### src/rtl/ctp_pkg.sv
// shared widths and types for the tangent point core
// no dependencies
package ctp_pkg;

  localparam int unsigned CoordW = 32;
  localparam int unsigned RadW   = CoordW - 1;
  localparam int unsigned VecW   = CoordW + 1;      // |p - c| magnitude
  localparam int unsigned DW     = 2 * VecW + 1;    // |v|^2
  localparam int unsigned SqrtW  = VecW;            // isqrt result width
  localparam int unsigned NumW   = 2 * RadW + VecW + 1;
  localparam int unsigned QuotW  = NumW;
  localparam int unsigned RootSteps = SqrtW;
  localparam int unsigned DivSteps  = NumW;

  localparam logic [62:0] QuotCap = 63'h4000_0000_0000_0000;

  typedef enum logic [1:0] {
    CNT_NONE = 2'd0,
    CNT_ONE  = 2'd1,
    CNT_TWO  = 2'd2
  } count_e;

  // per-item data carried along the root chain
  typedef struct packed {
    logic              vld;
    logic [CoordW-1:0] cx;
    logic [CoordW-1:0] cy;
    logic [CoordW-1:0] px;
    logic [CoordW-1:0] py;
    logic [RadW-1:0]   r;
    logic [VecW-1:0]   avx;
    logic [VecW-1:0]   avy;
    logic              vxn;
    logic              vyn;
    logic              vxp;
    logic              vyp;
    logic [DW-1:0]     d;
    logic [DW-1:0]     r2;
    logic [1:0]        cnt;
    logic [DW-1:0]     rad;    // remaining radicand
    logic [SqrtW-1:0]  root;
  } root_t;

  // per-item data carried along the divider chain
  typedef struct packed {
    logic              vld;
    logic [1:0]        cnt;
    logic [CoordW-1:0] px;
    logic [CoordW-1:0] py;
    logic [CoordW-1:0] cx;
    logic [CoordW-1:0] cy;
    logic [DW-1:0]     d;
    logic [3:0]        neg;
    logic [3:0][NumW-1:0] num;
    logic [3:0][DW:0]     rem;
    logic [3:0][QuotW-1:0] quo;
  } div_t;

endpackage

### src/rtl/ctp_root_cell.sv
// one restoring square root step, one result bit per cell
// depends on ctp_pkg
module ctp_root_cell (
  input  logic          clk_i,
  input  logic          rst_ni,
  input  logic          en_i,
  input  logic [5:0]    bit_i,
  input  ctp_pkg::root_t a_i,
  output ctp_pkg::root_t a_o
);

  ctp_pkg::root_t a_d, a_q;
  logic [ctp_pkg::DW+1:0] trial;
  logic [ctp_pkg::DW+1:0] bitw;

  always_comb begin
    a_d   = a_i;
    bitw  = '0;
    bitw[{bit_i, 1'b0}] = 1'b1;
    trial = ({2'b0, ctp_pkg::DW'(a_i.root)} << (bit_i + 6'd1)) + bitw;
    if ({2'b0, a_i.rad} >= trial) begin
      a_d.rad  = a_i.rad - ctp_pkg::DW'(trial);
      a_d.root = a_i.root | (ctp_pkg::SqrtW'(1) << bit_i);
    end
  end

  always_ff @(posedge clk_i or negedge rst_ni) begin
    if (!rst_ni) begin
      a_q <= '0;
    end else if (en_i) begin
      a_q <= a_d;
    end
  end

  assign a_o = a_q;

endmodule

### config.mk
export PLATFORM = sky130hd
export DESIGN_NAME = ctp_root_cell
export DESIGN_NICKNAME = d
export VERILOG_FILES = /design/src/rtl/ctp_pkg.sv /design/src/rtl/ctp_root_cell.sv
export SDC_FILE = /design/constraint.sdc
export NUM_CORES = 1
export LEC_CHECK = 0
export ABC_AREA = 0
export BUFFER_PORTS_ARGS = -buffer_cell sky130_fd_sc_hd__buf_2
export CELL_PAD_IN_SITES_DETAIL_PLACEMENT = 1
export CELL_PAD_IN_SITES_GLOBAL_PLACEMENT = 2
export CORE_AREA = 5 5 365 367
export DETAILED_ROUTE_END_ITERATION = 16
export DIE_AREA = 0 0 370 372
export PLACE_DENSITY = 0.67
export REMOVE_ABC_BUFFERS = 1
export SLEW_MARGIN = 15
export SYNTH_ARGS = -nofsm -noshare
export SYNTH_HDL_FRONTEND = slang
export SYNTH_SLANG_ARGS = --single-unit
### constraint.sdc
create_clock -name clk_i -period 0.9 [get_ports clk_i]
set_clock_uncertainty 0.15 [all_clocks]
set_input_delay 0.135 -clock clk_i [delete_from_list [all_inputs] [get_ports clk_i]]
set_output_delay 0.135 -clock clk_i [all_outputs]
set_load 0.02 [all_outputs]
# Word-level counts from Yosys, hierarchy flattened
# Cells that the tools add are included.
dict set report totals {
  out_inout_bits 466
  elab_cells 30
  input_bits 475
  register_bits 466
}
dict set report op_classes {
  n_reduce_logical 1
  n_bitwise 1
  magnitude_cmp 3
  n_mux 3
  shift 2
  addsub 3
}
# cell n
set ops {}
lappend ops {{100-bit two-way mux} 1}
lappend ops {{69-bit adder} 1}
lappend ops {{67-bit by 69-bit >= comparator with 1-bit output} 1}
lappend ops {{33-bit by 6-bit << shifter with 69-bit output} 1}
lappend ops {{67-bit subtractor} 1}
lappend ops {{33-bit bitwise OR} 1}
lappend ops {{1-bit by 6-bit << shifter with 33-bit output, first input constant} 1}
lappend ops {{7-bit by 8-bit < comparator with 1-bit output, second input constant} 1}
lappend ops {{7-bit by 1-bit >= comparator with 1-bit output, second input constant} 1}
lappend ops {{6-bit by 1-bit adder with 6-bit output, second input constant} 1}
lappend ops {{1-bit demux with 6-bit select} 1}
lappend ops {{1-bit logical AND} 1}
lappend ops {{1-bit two-way mux} 1}

# Longest topological paths before layout
dict set report logic_depth {
  ltp_word 7
  ltp_mapped 47
  mapped_depth_nobuf 35
}

# Worst setup path before layout
# Ideal clock, no wire load.
dict set report synth_timing {
  kind {input-to-reg}
  from {in bit_i[0]}
  to {reg a_q, in the netlist a_o[32]}
  cell_stages 42
  setup_slack_ns -7.553
  required_ns 0.624
  t_arrival_ns 8.177
  setup_time_ns 0.126
  path_buffers 13
  cell_sequence {buf_6 > buf_8 > inv_2 > buf_2 > clkbuf_1 > clkbuf_1 > ha_1 > buf_6 > buf_6 > buf_2 > buf_2 > buf_2 > mux2_2 > mux2i_1 > nor2_1 > nor2_1 > mux2i_1 > a22oi_1 > (+6 left out) > a21oi_1 > nor2_1 > o21bai_1 > nor2b_1 > xnor2_1 > ha_1 > clkbuf_1 > a21o_1 > a21o_1 > a21oi_1 > o21ai_0 > a21oi_1 > a21bo_2 > a41oi_1 > a31oi_4 > buf_8 > buf_12 > a221o_1}
}
dict set report synth_via {
  elab_chain_cells 7
  elab_cells_between_ends 12
  classes_between {add/sub (2); order compare (3); shift (2); mux (3); bitwise (1); reduce/logical (1)}
}
# item line
set synth_lines {}
lappend synth_lines {{start: declaration} ctp_root_cell.sv:7} ;# input logic [5:0] bit_i,
lappend synth_lines {{parallel branches: the longest is 6 deep, another holds 69-bit adder} -}
lappend synth_lines {{100-bit two-way mux (*)} ctp_root_cell.sv:21} ;# if ({2'b0, a_i.rad} >= trial) begin
lappend synth_lines {{end signal: assignment} ctp_root_cell.sv:29} ;# a_q <= '0;
lappend synth_lines {{end signal: assignment} ctp_root_cell.sv:31} ;# a_q <= a_d;
lappend synth_lines {{end: declaration} ctp_root_cell.sv:12} ;# ctp_pkg::root_t a_d, a_q;
# Every way passes the cells marked *.
# A chain may end at the register's enable or synchronous reset.

# Worst setup path in the final report
dict set report layout_timing {
  from {in bit_i[0]}
  to {reg a_q, in the netlist a_o[88]}
}
dict set report layout_via {
  elab_chain_cells 7
  elab_cells_between_ends 11
  classes_between {add/sub (3); order compare (3); shift (1); mux (3); reduce/logical (1)}
}
# item line
set layout_lines {}
lappend layout_lines {{parallel branches: the longest is 4 deep, another holds 6-bit by 1-bit adder with 6-bit output} -}
lappend layout_lines {{69-bit adder (*)} ctp_root_cell.sv:20} ;# trial = ({2'b0, ctp_pkg::DW'(a_i.root)} << (bit_i + 6'd1)) + bitw;
lappend layout_lines {{67-bit subtractor or 67-bit by 69-bit >= comparator with 1-bit output (tied branches)} {ctp_root_cell.sv:22, ctp_root_cell.sv:21}}
lappend layout_lines {{100-bit two-way mux (*)} ctp_root_cell.sv:21}
# Marks and branches as above.

==> key figures <==
Run status
  • Status: finished, violations left
  • Failing checks: negative hold slack, negative setup slack

Timing
  • Fmax: 151.7 MHz
  • Least-Margin Pin Slew: 848.4 ps
  • Relative slew slack: 0.4296
  • Final setup viols: 867
  • Final period util: 7.326
  • RSZ-0062 raised after global routing: yes
  • Final WS setup: -5693 ps
  • Final Hold Fails: 114
  • Final min period: 6593 ps
  • Fin. max-slew vios: 0
  • Worst hold slack: -308.9 ps

Pwr
  • Overall Power: 0.09471 W
  • Maximum vdd ir drop: 1540 uV
  • Leak: 24.95 nW
  • Power Dens Cells: 1755 nW/um2

Placed design
  • Post-DP HPWL: 162.0 mm
  • GPL Wtd Cong: 0.9189
  • Area after DPL: 42,330 um2
  • I/O Buffers: 940

Logic synthesis
  • Top_reg_cell synth: dfrtp_1
  • #FFs+latches synth: 466
  • Synth top area cells: dfrtp_1 41%, mux2_2 16%, mux2i_1 4.9%
  • Synth warn: 0
  • Post-synth EDFFs: 0
  • Largest area contributor in the netlist: dfrtp_1
  • Post-synth cell types: 95
  • Avg Inst Size Synth: 10.60 um2
  • Commonest cells post-synth: 466 x dfrtp_1, 401 x mux2_2, 228 x nor2_1
  • Top-area cell type share of the netlist area: 0.4094
  • Count leader, synth: dfrtp_1
  • Mapped Area: 28,490 um2
  • Post-Synthesis Cells: 2,687
  • Ys async rst share: 1.000
  • Register area share after synthesis: 0.4094

CTS
  • Clock root buffer: clkbuf_16
  • Clock transition at path regs: 60 ps
  • Hold_buf cts: 467
  • Max Buffers Root-to-Sink: 3
  • H-tree lvl count: 2
  • TritonCTS clock tree: done
  • Clk Latency, worst-skew pair: 680 ps
  • CTS sink cnt: 466
  • CTS buffer count: 58

Hold path
  • Hold Crit Class: input pin to register

Critical path
  • Most used cell along the critical path: buf_4
  • Crit path kind: input pin to register
  • CP Launch Type: input pin
  • Buffers & Inverters on Critical Path: 14
  • Worst Path Required: 1330 ps
  • Worst-path fanout max: 6
  • Peak per-stage delay on the critical path: 500 ps
  • CP arrival: 7020 ps
  • Crit-path leading delay family: compound AO/OA/AOI/OAI gates
  • CP Capture Type: register
  • Worst path slowest cell: mux4_2

GRT
  • Number of global-route vias before repair: 35,240
  • Gr usage total: 0.2732
  • Grt total ovfl: 0
  • Largest net degree at the start of global routing: 39
  • First-pass GRT wire length: 270.7 mm
  • Antenna violations before repair: 75

Routing
  • Vias post-DR: 32,500
  • DRT Wirelength: 196.5 mm
  • DR iter-0 viols: 1,631
  • DRT Pass-1 Iters: 5
  • Post-route ant nets: 0
  • Vias per cell: 4.731
  • DRC: 0
  • Routed len/inst: 28.61 um

Cells and area
  • Sequential cell area: 11,680 um2
  • Area Growth Syn to Fin: 89.43%
  • NumNets Final: 5,632
  • Max reg flops: 466
  • Multi-input logic area: 17,610 um2
  • Layout cells sized above 1: 0.5543
  • Fillers: 14,420
  • Fin area: 53,960 um2

Die
  • Starting Density: 0.2206
  • Core area: 129,200 um2
  • Die X: 370 um
  • Rows: 132
  • Die area: 137,600 um2
  • Die span in y: 372 um
  • IO Count: 941

Flow run
  • Max-cap violations: 0
[worst register-to-register path, stage by stage, from the launching register on]
cell	delay (ps)
dfrtp_1	390
buf_4	140
buf_4	120
a221o_1	330
[layer usage]
metal | global-route usage | part of all wire | wire (um) | vias to the layer above
li1 | - | - | - | 14690
met1 | 0.3285 | 0.40 | 79540 | 16390
met5 | 0 | 0.00045 | 88 | -
met4 | 0.09446 | 0.040 | 7929 | 14
met3 | 0.08812 | 0.083 | 16220 | 301
met2 | 0.4603 | 0.47 | 92740 | 1103
[placed cells by master (no fill, tap or decap), types with 22 or more instances in the layout]
cell,instances
a21o_1,45
a21oi_1,136
a21oi_2,35
and3_1,22
buf_12,89
buf_2,654
buf_4,957
buf_6,270
clkbuf_16,58
dfrtp_1,452
diode_2,34
dlygate4sd3_1,467
ha_1,97
inv_1,43
mux2_2,395
mux2i_1,117
mux4_2,33
nand2_1,132
nand3_1,48
nand4_1,28
nor2_1,201
nor3_1,31
o21ai_0,64
o21ai_1,49
o21ai_2,27
xnor2_1,61
xor2_1,51
[path summary, 6_finish.rpt]
kind / startpoint / to / slack, ps / depth (start not counted)
setup reg to reg: a_o[92]$_DFFE_PN0P_ / a_o[92]$_DFFE_PN0P_ / -340 / 3
hold reg to reg: a_o[202]$_DFFE_PN0P_ / a_o[202]$_DFFE_PN0P_ / 350 / 1
setup / recovery: bit_i[0] / a_o[88]$_DFFE_PN0P_ / -5690 / 40
max in group asynchronous: rst_ni / a_o[464]$_DFFE_PN0P_ / 210 / 4
min in group asynchronous: rst_ni / a_o[86]$_DFFE_PN0P_ / -130 / 3
hold / removal: en_i / a_o[97]$_DFFE_PN0P_ / -310 / 2
[report_power, final]
part           leakage (nW)  internal [W]  switching [W]
sequential             5.41        0.0237        0.00251
clock                  1.06        0.0160         0.0107
combinational          18.5        0.0206         0.0212
[metrics by stage]
| stage | hold WS, ps | TNS (ps) | std cells | setup WS [ps] | utilization |
|---|---|---|---|---|---|
| finish | -308.9 | -862940 | 6869 | -5693 | 0.4178 |
| CTS | -345.4 | -863080 | 6765 | -5533 | 0.4020 |
| detailed placement | 4.453 | -918970 | 6092 | -7266 | 0.3277 |
| floorplan | -310.6 | -895350 | 2542 | -8811 | - |
| global route | -310.7 | -914540 | 6861 | -5913 | 0.4176 |
| global placement | 3.018 | -911680 | 6092 | -7183 | 0.3277 |
[cells by family (layout without fill, tap and decap cells)]
family / Yosys count / after routing / share of synthesized area
AO/OA/AOI/OAI: 593 / 593 / 0.1344
XOR/XNOR: 123 / 123 / 0.03782
adder cells (fa/ha/maj): 110 / 110 / 0.04858
buffers and inverters: 196 / 2602 / 0.03242
flip-flops: 466 / 466 / 0.4094
multiplexers: 574 / 574 / 0.2338
other: 0 / 34 / 0
AND/OR/NAND/NOR: 625 / 625 / 0.1036
[cell type report]
class,instances,share of cell area
antenna,34,0.001577
clock buffer,79,0.03133
clock inverter,27,0.008208
inverter,51,0.003733
multi-input combinational,2025,0.3263
sequential,466,0.2164
tap,1742,0.04039
timing repair buffer,2445,0.3720
[timing repair]
| item | in CTS | in global routing |
|---|---|---|
| buffers inserted | 100 | 77 |
| pin swaps | 124 | 123 |
| cloned | 2 | 0 |
| gates resized for setup | 526 | 487 |
| endpoints found under the setup margin | 785 | 927 |
| hold endpoints to repair | 932 | 116 |
No activity file was read; power rests on OpenSTA's default activity.
